[config.mk]
export PLATFORM = sky130hd
export DESIGN_NAME = nec_ir_frame_decoder
export DESIGN_NICKNAME = d
export VERILOG_FILES = /design/src/rtl/necir_pkg.sv /design/src/rtl/nec_ir_frame_decoder.sv /design/src/rtl/necir_front.sv /design/src/rtl/necir_queue.sv /design/src/rtl/necir_back.sv
export SDC_FILE = /design/constraint.sdc
export NUM_CORES = 2
export LEC_CHECK = 0
export ABC_AREA = 1
export BUFFER_PORTS_ARGS = -buffer_cell sky130_fd_sc_hd__buf_2
export CAP_MARGIN = 20
export CELL_PAD_IN_SITES_DETAIL_PLACEMENT = 0
export CELL_PAD_IN_SITES_GLOBAL_PLACEMENT = 1
export CORE_MARGIN = 2
export CORE_UTILIZATION = 46
export DETAILED_ROUTE_END_ITERATION = 10
export PLACE_DENSITY_LB_ADDON = 0.1
export SLEW_MARGIN = 20
export SYNTH_ARGS = -nofsm -noshare
export SYNTH_HDL_FRONTEND = slang
export SYNTH_SLANG_ARGS = --single-unit
[constraint.sdc]
create_clock -name clock -period 7.05 [get_ports clock]
set_input_delay 0.705 -clock clock [delete_from_list [all_inputs] [get_ports clock]]
set_output_delay 0.705 -clock clock [all_outputs]
set_load 0.01 [all_outputs]
[src/rtl/necir_pkg.sv]
// Shared types, register indexes and constants of the NEC IR frame decoder.
package necir_pkg;

   // Frame layout
   localparam int FRAME_BITS = 32;
   localparam int WORD_W     = 32;
   localparam int CNT_W      = $clog2(FRAME_BITS + 1);
   localparam int DUR_W      = 16;
   localparam int DUR100_W   = 23;
   localparam int PROD_W     = 24;
   localparam int TOL_W      = 7;

   // Configuration register indexes; the first six double as window indexes
   localparam int NUM_REGS   = 7;
   localparam int NUM_WIN    = 6;
   localparam int IDX_W      = 3;
   localparam logic [IDX_W-1:0] REG_HDR_MARK  = 3'd0;
   localparam logic [IDX_W-1:0] REG_HDR_SPACE = 3'd1;
   localparam logic [IDX_W-1:0] REG_BIT_MARK  = 3'd2;
   localparam logic [IDX_W-1:0] REG_ONE_SPACE = 3'd3;
   localparam logic [IDX_W-1:0] REG_ZERO_SPACE = 3'd4;
   localparam logic [IDX_W-1:0] REG_END_MARK  = 3'd5;
   localparam logic [IDX_W-1:0] REG_TOLERANCE = 3'd6;

   // Reset values of the expected lengths and of the tolerance
   localparam logic [DUR_W-1:0] EXP_RESET [NUM_WIN] = '{
      16'd9000, 16'd4500, 16'd560, 16'd1690, 16'd560, 16'd560
   };
   localparam logic [TOL_W-1:0] TOL_RESET = 7'd20;
   localparam logic [TOL_W-1:0] TOL_MAX   = 7'd99;
   localparam logic [7:0]       PCT_SCALE = 8'd100;

   // Frame status codes
   localparam logic [1:0] STAT_OK      = 2'd0;
   localparam logic [1:0] STAT_BAD_BIT = 2'd1;
   localparam logic [1:0] STAT_BAD_END = 2'd2;

   // Queue between front and back
   localparam int QUEUE_DEPTH = 4;
   localparam int QPTR_W      = $clog2(QUEUE_DEPTH);
   localparam int QCNT_W      = $clog2(QUEUE_DEPTH + 1);

   // Classified segment: its level and one in-window flag per expected length
   typedef struct packed {
      logic               level;
      logic [NUM_WIN-1:0] win;
   } seg_class_type;

   typedef enum logic [2:0] {
      PH_IDLE,
      PH_HDR_SPACE,
      PH_BIT_MARK,
      PH_BIT_SPACE,
      PH_END_MARK
   } phase_type;

endpackage

[src/rtl/nec_ir_frame_decoder.sv]
// Top level of the NEC IR frame decoder: front classifier, queue and frame back end.
//
//  channel  direction  handshake              payload
//  req      in         req_valid / req_ready  req_seg_level, req_duration_us
//  rsp      out        rsp_valid / rsp_ready  rsp_command_word, rsp_frame_status
//  csr      in         csr_we                 csr_index, csr_wdata
//
// One item per cycle sustained while the queue has room. An item is registered at
// the input, classified against all six windows into a four-entry queue, and then
// stepped through the frame state machine; a result goes from the queue head into
// the output register. Register writes update the window bounds in the same edge.
// Reset (synchronous) restores the default timings and empties all stages. A stalled
// result stops the back end only for an item with a result; the queue then fills.
module nec_ir_frame_decoder (
   input  logic                              clock,
   input  logic                              reset,
   input  logic                              csr_we,
   input  logic [necir_pkg::IDX_W-1:0]       csr_index,
   input  logic [necir_pkg::DUR_W-1:0]       csr_wdata,
   input  logic                              req_valid,
   output logic                              req_ready,
   input  logic                              req_seg_level,
   input  logic [necir_pkg::DUR_W-1:0]       req_duration_us,
   output logic                              rsp_valid,
   input  logic                              rsp_ready,
   output logic [necir_pkg::WORD_W-1:0]      rsp_command_word,
   output logic [1:0]                        rsp_frame_status
);

   logic                     q_push;
   logic                     q_full;
   logic                     q_pop;
   logic                     q_not_empty;
   necir_pkg::seg_class_type q_in;
   necir_pkg::seg_class_type q_head;

   necir_front u_front (
      .clock           (clock),
      .reset           (reset),
      .csr_we          (csr_we),
      .csr_index       (csr_index),
      .csr_wdata       (csr_wdata),
      .req_valid       (req_valid),
      .req_ready       (req_ready),
      .req_seg_level   (req_seg_level),
      .req_duration_us (req_duration_us),
      .q_push          (q_push),
      .q_data          (q_in),
      .q_full          (q_full)
   );

   necir_queue u_queue (
      .clock     (clock),
      .reset     (reset),
      .push      (q_push),
      .push_data (q_in),
      .full      (q_full),
      .pop       (q_pop),
      .not_empty (q_not_empty),
      .head      (q_head)
   );

   necir_back u_back (
      .clock            (clock),
      .reset            (reset),
      .q_not_empty      (q_not_empty),
      .q_head           (q_head),
      .q_pop            (q_pop),
      .rsp_valid        (rsp_valid),
      .rsp_ready        (rsp_ready),
      .rsp_command_word (rsp_command_word),
      .rsp_frame_status (rsp_frame_status)
   );

endmodule

[src/rtl/necir_front.sv]
// Front part: configuration registers, window bounds, input stage and segment classification.
module necir_front (
   input  logic                                  clock,
   input  logic                                  reset,
   input  logic                                  csr_we,
   input  logic [necir_pkg::IDX_W-1:0]           csr_index,
   input  logic [necir_pkg::DUR_W-1:0]           csr_wdata,
   input  logic                                  req_valid,
   output logic                                  req_ready,
   input  logic                                  req_seg_level,
   input  logic [necir_pkg::DUR_W-1:0]           req_duration_us,
   output logic                                  q_push,
   output necir_pkg::seg_class_type              q_data,
   input  logic                                  q_full
);

   logic [necir_pkg::DUR_W-1:0]    exp_ff [necir_pkg::NUM_WIN];
   logic [necir_pkg::DUR_W-1:0]    exp_in [necir_pkg::NUM_WIN];
   logic [necir_pkg::TOL_W-1:0]    tol_ff;
   logic [necir_pkg::TOL_W-1:0]    tol_in;
   logic [necir_pkg::TOL_W-1:0]    tol_clamp;
   logic [7:0]                     lo_fac;
   logic [7:0]                     hi_fac;
   logic [necir_pkg::PROD_W-1:0]   lo_prod_ff [necir_pkg::NUM_WIN];
   logic [necir_pkg::PROD_W-1:0]   lo_prod_in [necir_pkg::NUM_WIN];
   logic [necir_pkg::PROD_W-1:0]   hi_prod_ff [necir_pkg::NUM_WIN];
   logic [necir_pkg::PROD_W-1:0]   hi_prod_in [necir_pkg::NUM_WIN];
   logic                           s1_valid_ff;
   logic                           s1_valid_in;
   logic                           s1_level_ff;
   logic [necir_pkg::DUR100_W-1:0] s1_dur100_ff;
   logic [necir_pkg::DUR100_W-1:0] dur100;
   logic [necir_pkg::PROD_W-1:0]   dur_lo_cmp;
   logic [necir_pkg::PROD_W-1:0]   dur_hi_cmp;

   // Take register writes; the bounds follow in the same edge
   always_comb begin
      for (int i = 0; i < necir_pkg::NUM_WIN; i++) begin
         if (reset) begin
            exp_in[i] = necir_pkg::EXP_RESET[i];
         end else if (csr_we && (csr_index == necir_pkg::IDX_W'(i))) begin
            exp_in[i] = csr_wdata;
         end else begin
            exp_in[i] = exp_ff[i];
         end
      end
      if (reset) begin
         tol_in = necir_pkg::TOL_RESET;
      end else if (csr_we && (csr_index == necir_pkg::REG_TOLERANCE)) begin
         tol_in = csr_wdata[necir_pkg::TOL_W-1:0];
      end else begin
         tol_in = tol_ff;
      end
   end

   // Scale each expected length by (100 - tol) and (100 + tol)
   always_comb begin
      tol_clamp = (tol_in > necir_pkg::TOL_MAX) ? necir_pkg::TOL_MAX : tol_in;
      lo_fac    = necir_pkg::PCT_SCALE - {1'b0, tol_clamp};
      hi_fac    = necir_pkg::PCT_SCALE + {1'b0, tol_clamp};
      for (int i = 0; i < necir_pkg::NUM_WIN; i++) begin
         lo_prod_in[i] = necir_pkg::PROD_W'(exp_in[i]) * necir_pkg::PROD_W'(lo_fac);
         hi_prod_in[i] = necir_pkg::PROD_W'(exp_in[i]) * necir_pkg::PROD_W'(hi_fac);
      end
   end

   always_ff @(posedge clock) begin
      exp_ff     <= exp_in;
      tol_ff     <= tol_in;
      lo_prod_ff <= lo_prod_in;
      hi_prod_ff <= hi_prod_in;
   end

   // Input stage: hold an item while the queue is full
   assign req_ready = !s1_valid_ff || !q_full;
   assign q_push    = s1_valid_ff && !q_full;

   always_comb begin
      s1_valid_in = req_ready ? req_valid : s1_valid_ff;
      dur100 = ({7'd0, req_duration_us} << 6) + ({7'd0, req_duration_us} << 5)
             + ({7'd0, req_duration_us} << 2);
   end

   always_ff @(posedge clock) begin
      if (reset) begin
         s1_valid_ff <= 1'b0;
      end else begin
         s1_valid_ff <= s1_valid_in;
      end
   end

   always_ff @(posedge clock) begin
      if (req_valid && req_ready) begin
         s1_level_ff  <= req_seg_level;
         s1_dur100_ff <= dur100;
      end
   end

   // Classify: lo <= dur*100 + 99 and dur*100 <= hi, against each window
   always_comb begin
      dur_hi_cmp   = {1'b0, s1_dur100_ff};
      dur_lo_cmp   = dur_hi_cmp + necir_pkg::PROD_W'(99);
      q_data.level = s1_level_ff;
      for (int i = 0; i < necir_pkg::NUM_WIN; i++) begin
         q_data.win[i] = (lo_prod_ff[i] <= dur_lo_cmp) && (dur_hi_cmp <= hi_prod_ff[i]);
      end
   end

endmodule

[src/rtl/necir_queue.sv]
// Short queue of classified segments between front and back.
module necir_queue (
   input  logic                     clock,
   input  logic                     reset,
   input  logic                     push,
   input  necir_pkg::seg_class_type push_data,
   output logic                     full,
   input  logic                     pop,
   output logic                     not_empty,
   output necir_pkg::seg_class_type head
);

   necir_pkg::seg_class_type          slot_ff [necir_pkg::QUEUE_DEPTH];
   logic [necir_pkg::QPTR_W-1:0]      wr_ptr_ff;
   logic [necir_pkg::QPTR_W-1:0]      wr_ptr_in;
   logic [necir_pkg::QPTR_W-1:0]      rd_ptr_ff;
   logic [necir_pkg::QPTR_W-1:0]      rd_ptr_in;
   logic [necir_pkg::QCNT_W-1:0]      count_ff;
   logic [necir_pkg::QCNT_W-1:0]      count_in;

   assign full      = (count_ff == necir_pkg::QCNT_W'(necir_pkg::QUEUE_DEPTH));
   assign not_empty = (count_ff != '0);
   assign head      = slot_ff[rd_ptr_ff];

   // Advance pointers and count
   always_comb begin
      wr_ptr_in = push ? necir_pkg::QPTR_W'(wr_ptr_ff + 1'b1) : wr_ptr_ff;
      rd_ptr_in = pop  ? necir_pkg::QPTR_W'(rd_ptr_ff + 1'b1) : rd_ptr_ff;
      count_in  = necir_pkg::QCNT_W'(count_ff + necir_pkg::QCNT_W'(push)
                                             - necir_pkg::QCNT_W'(pop));
   end

   always_ff @(posedge clock) begin
      if (reset) begin
         wr_ptr_ff <= '0;
         rd_ptr_ff <= '0;
         count_ff  <= '0;
      end else begin
         wr_ptr_ff <= wr_ptr_in;
         rd_ptr_ff <= rd_ptr_in;
         count_ff  <= count_in;
      end
   end

   always_ff @(posedge clock) begin
      if (push) begin
         slot_ff[wr_ptr_ff] <= push_data;
      end
   end

endmodule

[src/rtl/necir_back.sv]
// Back part: frame state machine, bit collection and result register.
module necir_back (
   input  logic                              clock,
   input  logic                              reset,
   input  logic                              q_not_empty,
   input  necir_pkg::seg_class_type          q_head,
   output logic                              q_pop,
   output logic                              rsp_valid,
   input  logic                              rsp_ready,
   output logic [necir_pkg::WORD_W-1:0]      rsp_command_word,
   output logic [1:0]                        rsp_frame_status
);

   necir_pkg::phase_type             phase_ff;
   necir_pkg::phase_type             phase_in;
   logic [necir_pkg::CNT_W-1:0]      bit_idx_ff;
   logic [necir_pkg::CNT_W-1:0]      bit_idx_in;
   logic [necir_pkg::WORD_W-1:0]     shift_ff;
   logic [necir_pkg::WORD_W-1:0]     shift_in;
   logic [necir_pkg::WORD_W-1:0]     bit_onehot;
   logic                             last_bit;
   logic                             is_one;
   logic                             is_zero;
   logic                             emit;
   logic [necir_pkg::WORD_W-1:0]     emit_word;
   logic [1:0]                       emit_status;
   logic                             out_free;
   logic                             rsp_valid_ff;
   logic                             rsp_valid_in;
   logic [necir_pkg::WORD_W-1:0]     rsp_word_ff;
   logic [1:0]                       rsp_status_ff;

   assign last_bit = (bit_idx_ff == necir_pkg::CNT_W'(necir_pkg::FRAME_BITS - 1));
   assign is_one   = q_head.win[necir_pkg::REG_ONE_SPACE];
   assign is_zero  = q_head.win[necir_pkg::REG_ZERO_SPACE];

   // Next phase from the classified segment at the queue head
   always_comb begin
      case (phase_ff)
         necir_pkg::PH_IDLE: begin
            phase_in = (!q_head.level && q_head.win[necir_pkg::REG_HDR_MARK])
                     ? necir_pkg::PH_HDR_SPACE : necir_pkg::PH_IDLE;
         end
         necir_pkg::PH_HDR_SPACE: begin
            phase_in = (q_head.level && q_head.win[necir_pkg::REG_HDR_SPACE])
                     ? necir_pkg::PH_BIT_MARK : necir_pkg::PH_IDLE;
         end
         necir_pkg::PH_BIT_MARK: begin
            phase_in = (!q_head.level && q_head.win[necir_pkg::REG_BIT_MARK])
                     ? necir_pkg::PH_BIT_SPACE : necir_pkg::PH_IDLE;
         end
         necir_pkg::PH_BIT_SPACE: begin
            if (q_head.level && (is_one || is_zero)) begin
               phase_in = last_bit ? necir_pkg::PH_END_MARK : necir_pkg::PH_BIT_MARK;
            end else begin
               phase_in = necir_pkg::PH_IDLE;
            end
         end
         default: begin
            phase_in = necir_pkg::PH_IDLE;
         end
      endcase
   end

   // Bit one-hot for positions that fit in the word; later bits are only timed
   always_comb begin
      for (int i = 0; i < necir_pkg::WORD_W; i++) begin
         bit_onehot[i] = (32'(bit_idx_ff) == i);
      end
   end

   // Result, bit counter and collected word
   always_comb begin
      emit        = 1'b0;
      emit_word   = '0;
      emit_status = necir_pkg::STAT_OK;
      bit_idx_in  = bit_idx_ff;
      shift_in    = shift_ff;
      case (phase_ff)
         necir_pkg::PH_BIT_MARK: begin
            if (!q_head.level && !q_head.win[necir_pkg::REG_BIT_MARK]) begin
               emit        = 1'b1;
               emit_status = necir_pkg::STAT_BAD_BIT;
            end
         end
         necir_pkg::PH_BIT_SPACE: begin
            if (q_head.level && !is_one && !is_zero) begin
               emit        = 1'b1;
               emit_status = necir_pkg::STAT_BAD_BIT;
            end
            bit_idx_in = necir_pkg::CNT_W'(bit_idx_ff + 1'b1);
            if (is_one) begin
               shift_in = shift_ff | bit_onehot;
            end
         end
         necir_pkg::PH_END_MARK: begin
            if (!q_head.level) begin
               emit        = 1'b1;
               emit_word   = shift_ff;
               emit_status = q_head.win[necir_pkg::REG_END_MARK]
                           ? necir_pkg::STAT_OK : necir_pkg::STAT_BAD_END;
            end
         end
         default: begin
            emit = 1'b0;
         end
      endcase
      // Drop the collected frame whenever the machine falls back to idle or enters the header space
      if (phase_in == necir_pkg::PH_IDLE || phase_in == necir_pkg::PH_HDR_SPACE) begin
         bit_idx_in = '0;
         shift_in   = '0;
      end
   end

   // Take the head unless it has a result and the output register is still full
   assign out_free = !rsp_valid_ff || rsp_ready;
   assign q_pop    = q_not_empty && (!emit || out_free);

   always_ff @(posedge clock) begin
      if (reset) begin
         phase_ff   <= necir_pkg::PH_IDLE;
         bit_idx_ff <= '0;
         shift_ff   <= '0;
      end else if (q_pop) begin
         phase_ff   <= phase_in;
         bit_idx_ff <= bit_idx_in;
         shift_ff   <= shift_in;
      end
   end

   // Output register
   always_comb begin
      if (q_pop && emit) begin
         rsp_valid_in = 1'b1;
      end else if (rsp_ready) begin
         rsp_valid_in = 1'b0;
      end else begin
         rsp_valid_in = rsp_valid_ff;
      end
   end

   always_ff @(posedge clock) begin
      if (reset) begin
         rsp_valid_ff <= 1'b0;
      end else begin
         rsp_valid_ff <= rsp_valid_in;
      end
   end

   always_ff @(posedge clock) begin
      if (q_pop && emit) begin
         rsp_word_ff   <= emit_word;
         rsp_status_ff <= emit_status;
      end
   end

   assign rsp_valid        = rsp_valid_ff;
   assign rsp_command_word = rsp_word_ff;
   assign rsp_frame_status = rsp_status_ff;

   // Results come only from the data and end phases
   a_emit_phase: assert property (@(posedge clock) disable iff (reset)
      (q_pop && emit) |-> (phase_ff == necir_pkg::PH_BIT_MARK ||
                           phase_ff == necir_pkg::PH_BIT_SPACE ||
                           phase_ff == necir_pkg::PH_END_MARK))
      else $error("result emitted outside a data or end phase");

   // Idle holds no partial frame
   a_idle_clean: assert property (@(posedge clock) disable iff (reset)
      (phase_ff == necir_pkg::PH_IDLE) |-> (bit_idx_ff == '0 && shift_ff == '0))
      else $error("idle with leftover frame state");

   // The end phase is reached only after a full frame of bits
   a_end_count: assert property (@(posedge clock) disable iff (reset)
      (phase_ff == necir_pkg::PH_END_MARK)
         |-> (bit_idx_ff == necir_pkg::CNT_W'(necir_pkg::FRAME_BITS)))
      else $error("end mark awaited with wrong bit count");

   // A new result appears only after an item that caused one
   a_rsp_source: assert property (@(posedge clock) disable iff (reset)
      $rose(rsp_valid_ff) |-> $past(q_pop && emit))
      else $error("result without a causing item");

endmodule

==> metrics.md <==
| Metric | Value |
|---|---|
| Leakage | `just under 40 nW` |
| CTS tree | `yes` |
| Area of the multi-input gates | `50,370 µm²` |
| R2r startpoint | `u_front.tol_ff[6]` |
| Global-route usage over all layers | `0.3144` |
| Slew Viols, Final | `0` |
| TritonRoute pass-1 iters | `6` |
| Bufs on Longest Clock Path | `3` |
| TNS Setup | `0 ps` |
| Post-Synth XOR/XNOR Area | `0.03341` |
| Slew @ Worst Pin | `1135 ps` |
| Worst Skew | `29.97 ps` |
| Final Hold Viols | `0` |
| Port Buf Inserts | `76` |
| CP required | `~7600 ps` |
| Hold Startpoint | `req_seg_level` |
| Reg2Reg Capture Point | `u_front.lo_prod_ff[141]` |
| Total number of vias | `56,992` |
| Top delay family on crit path | `adder cells` |
| Leading area contributor after synthesis | `fa_1` |
| Core footprint | `~150,000 µm²` |
| Area contributors post-synth | `fa_1 30%, ha_1 15%, dfxtp_1 13%, inv_1 9.3%, nor2_1 6.8%` |
| Final WS setup | `548.9 ps` |
| Area fraction in compound gates after synthesis | `0.06808` |
| Root Buffer | `clkbuf_16` |
| Post-route clock period utilization | `0.9221` |
| CP max-delay cell | `nor4_1` |
| H-tree Lvls | `3` |
| Most instantiated cells after synthesis | `1,698 x inv_1, 1,238 x nor2_1, 1,170 x nand2_1` |
| Register area | `11,270 µm²` |
| CP max FO | `between 60 and 70` |
| Area Growth Syn to Fin | `10.74%` |
| DRT iter0 DRCs | `approximately 3,900` |
| Slew HR | `0.2410` |
| Ys Warns | `0` |
| Distinct cells, synth | `50` |
| Min-delay worst type | `input port to flop` |
| Number of synthesized register bits | `approximately 520` |
| Count leader, synth | `inv_1` |
| Pin count of the biggest net entering global routing | `77` |
| First-pass GRT wire length | `357,600 µm` |
| RSZ-0062 raised after global routing | `false` |
| Gate Count Post-Synth | `8,391` |
| Critical path startpoint category | `input port` |
| # Post-CTS Setup Buffers | `0` |
| CP bufs+invs | `8` |
| Total Power | `19.75 mW` |
| Avg WL per Cell | `22.00 µm` |
| Most used DFF post-synth | `dfxtp_1` |
| R2R depth | `28` |
| Simple-Gate Fraction of Synth Area | `0.1775` |
| Antenna Violating Nets Remaining | `0` |
| Share of cells above drive strength 1 | `0.06974` |
| Final WL | `roughly 240,000 µm` |
| HPWL Detailed | `188,400 µm` |
| Die width | `390.4 µm` |
| DRC errors left | `0` |
| Number of global-route vias before repair | `58,385` |
| Post-layout min period | `about 6500 ps` |
| Placement Setup Slack | `approximately 19 ps` |
| Clock transition at path regs | `60 ps` |
| WS Path Type | `input port to flop` |
| Cell row count | `141` |
| Worst hold path depth | `1` |
| Hold EP | `u_front.s1_level_ff` |
| Worst reg2reg setup slack | `around 700 ps` |
| Adder-cell share of the synthesized area | `0.4471` |
| Final GP Congestion | `between 0.9 and 1` |
| Initial Utilization | `0.4640` |
| Hold buffers post-CTS | `0` |
| Layout Nets | `approximately 11,000` |
| EDFF count, synth | `84` |
| Syn_area_per_cell | `about 8.2 µm²` |
| CTS sink count | `521` |
| Overflow after GRT | `0` |
| Synth Cell Area | `68,680 µm²` |
| Mux share of post-synthesis cell area | `0` |
| Total CTS buffers | `a little over 70` |
| Die Span Y | `390.4 µm` |
| Crit end category | `flop` |
| Vias per cell | `approximately 5.3` |
| FFs w/ async S/R, synth | `0` |
| Fillers | `around 15,000` |
| Num ports | `77` |
| Die footprint | `152,400 µm²` |
| VDD IR max | `219.1 µV` |
| Final setup fails | `0` |
| Top-area cell type share of the netlist area | `0.2979` |
| Worst path max stage delay | `680 ps` |
| Max Cap Viol | `0` |
| Post-synthesis sequential area ratio | `0.1641` |
| PD cells | `259.7 nW/µm²` |
| CTS-repair resized insts | `0` |
| Highest Clock Rate | `between 150 and 200 MHz` |
| Worst Path Arrival | `approximately 7100 ps` |
| Main combinational cell family by area after synthesis | `adder cells` |
| Initial antenna violation count | `14` |
| Clk_lat worst skew | `700 ps` |
| Status | `finished clean` |
layer usage:
metal  wire (µm)  vias up  global-route usage
met2      103900     1721              0.4921
met5          86        -                   0
met3       17090      311             0.05409
met4        9243       16              0.1145
li1            -    26465                   -
met1      105300    28479              0.4369
layout by cell type, fill, tap and decap left out, drive strengths merged, types with 5 or more instances in the layout:
cell and n:
or2 6, a21oi 431, clkbuf 89, o2111ai 7, xor2 185, buf 379
clkinvlp 9, a31oi 11, bufinv 5, o21bai 9, nor3 126, edfxtp 84
conb 96, o21ai 208, fa 1022, nor2 1246, o211ai 40, o21a 26
inv 1731, a21boi 9, nor4 28, o221ai 12, ha 819, nand4 67
nand2 1174, dfxtp 437, a211oi 20, clkinv 55, xnor2 77, nand3 301
a21o 43, and3 5, diode 5, a221oi 7
where the power goes:
part / total [mW] / switching, mW / internal [mW]
combinational: 11.8 / 7.49 / 4.28
clock: 3.75 / 1.59 / 2.16
sequential: 4.23 / 0.387 / 3.84
total: 19.8 / 9.47 / 10.3
state kept, by name, summed over array words and instances (netlist names), 7 cells and up, named ones only:
signal	count
u_back.rsp_command_word	32
u_front.tol_ff	7
u_front.lo_prod_ff	144
u_back.shift_ff	32
u_front.hi_prod_ff	138
u_front.s1_dur100_ff	21
u_front.exp_ff	96
u_queue.slot_ff	28
how the worst max path moves through the flow:
| stage | from | to | slack, ps | cells after the start |
|---|---|---|---|---|
| floorplan | csr_index[0] | u_front.lo_prod_ff[40] | 400 | 32 |
| global placement | csr_index[1] | u_front.lo_prod_ff[42] | -160 | 25 |
| detailed placement | csr_index[2] | u_front.lo_prod_ff[141] | 20 | 31 |
| CTS | csr_index[2] | u_front.lo_prod_ff[141] | 710 | 31 |
| global route | csr_index[1] | u_front.lo_prod_ff[141] | 250 | 31 |
| finish | reset | u_front.lo_prod_ff[141] | 550 | 28 |
area by class of cell:
type                       count  share of cell area
antenna                        5           0.0001645
clock buffer                  89             0.02558
clock inverter                38            0.005428
inverter                    1762             0.08695
multi-input combinational   5987              0.6623
sequential                   521              0.1482
tap                         1930             0.03175
timing repair buffer         379             0.03968
per-stage QoR:
| step | instance area (µm²) | utilization | hold slack, ps | std cells |
|---|---|---|---|---|
| detailed placement | 73680 | 0.4978 | 451.6 | 10579 |
| global placement | 73600 | 0.4972 | 446.8 | 10576 |
| finish | 76060 | 0.5139 | 253.1 | 10711 |
| floorplan | 69040 | - | 433.4 | 8485 |
| global route | 76050 | 0.5138 | 232.6 | 10706 |
| CTS | 76040 | 0.5137 | 214.3 | 10706 |
cells by family (layout without fill, tap and decap cells):
kind of cell	after synthesis	after routing
buf+inv	1977	2268
compound gates	827	827
simple gates	2961	2961
flops	521	521
xor+xnor	262	262
other cells	2	101
fa+ha+maj	1841	1841
Note: power is estimated with default switching activity, not from simulation.
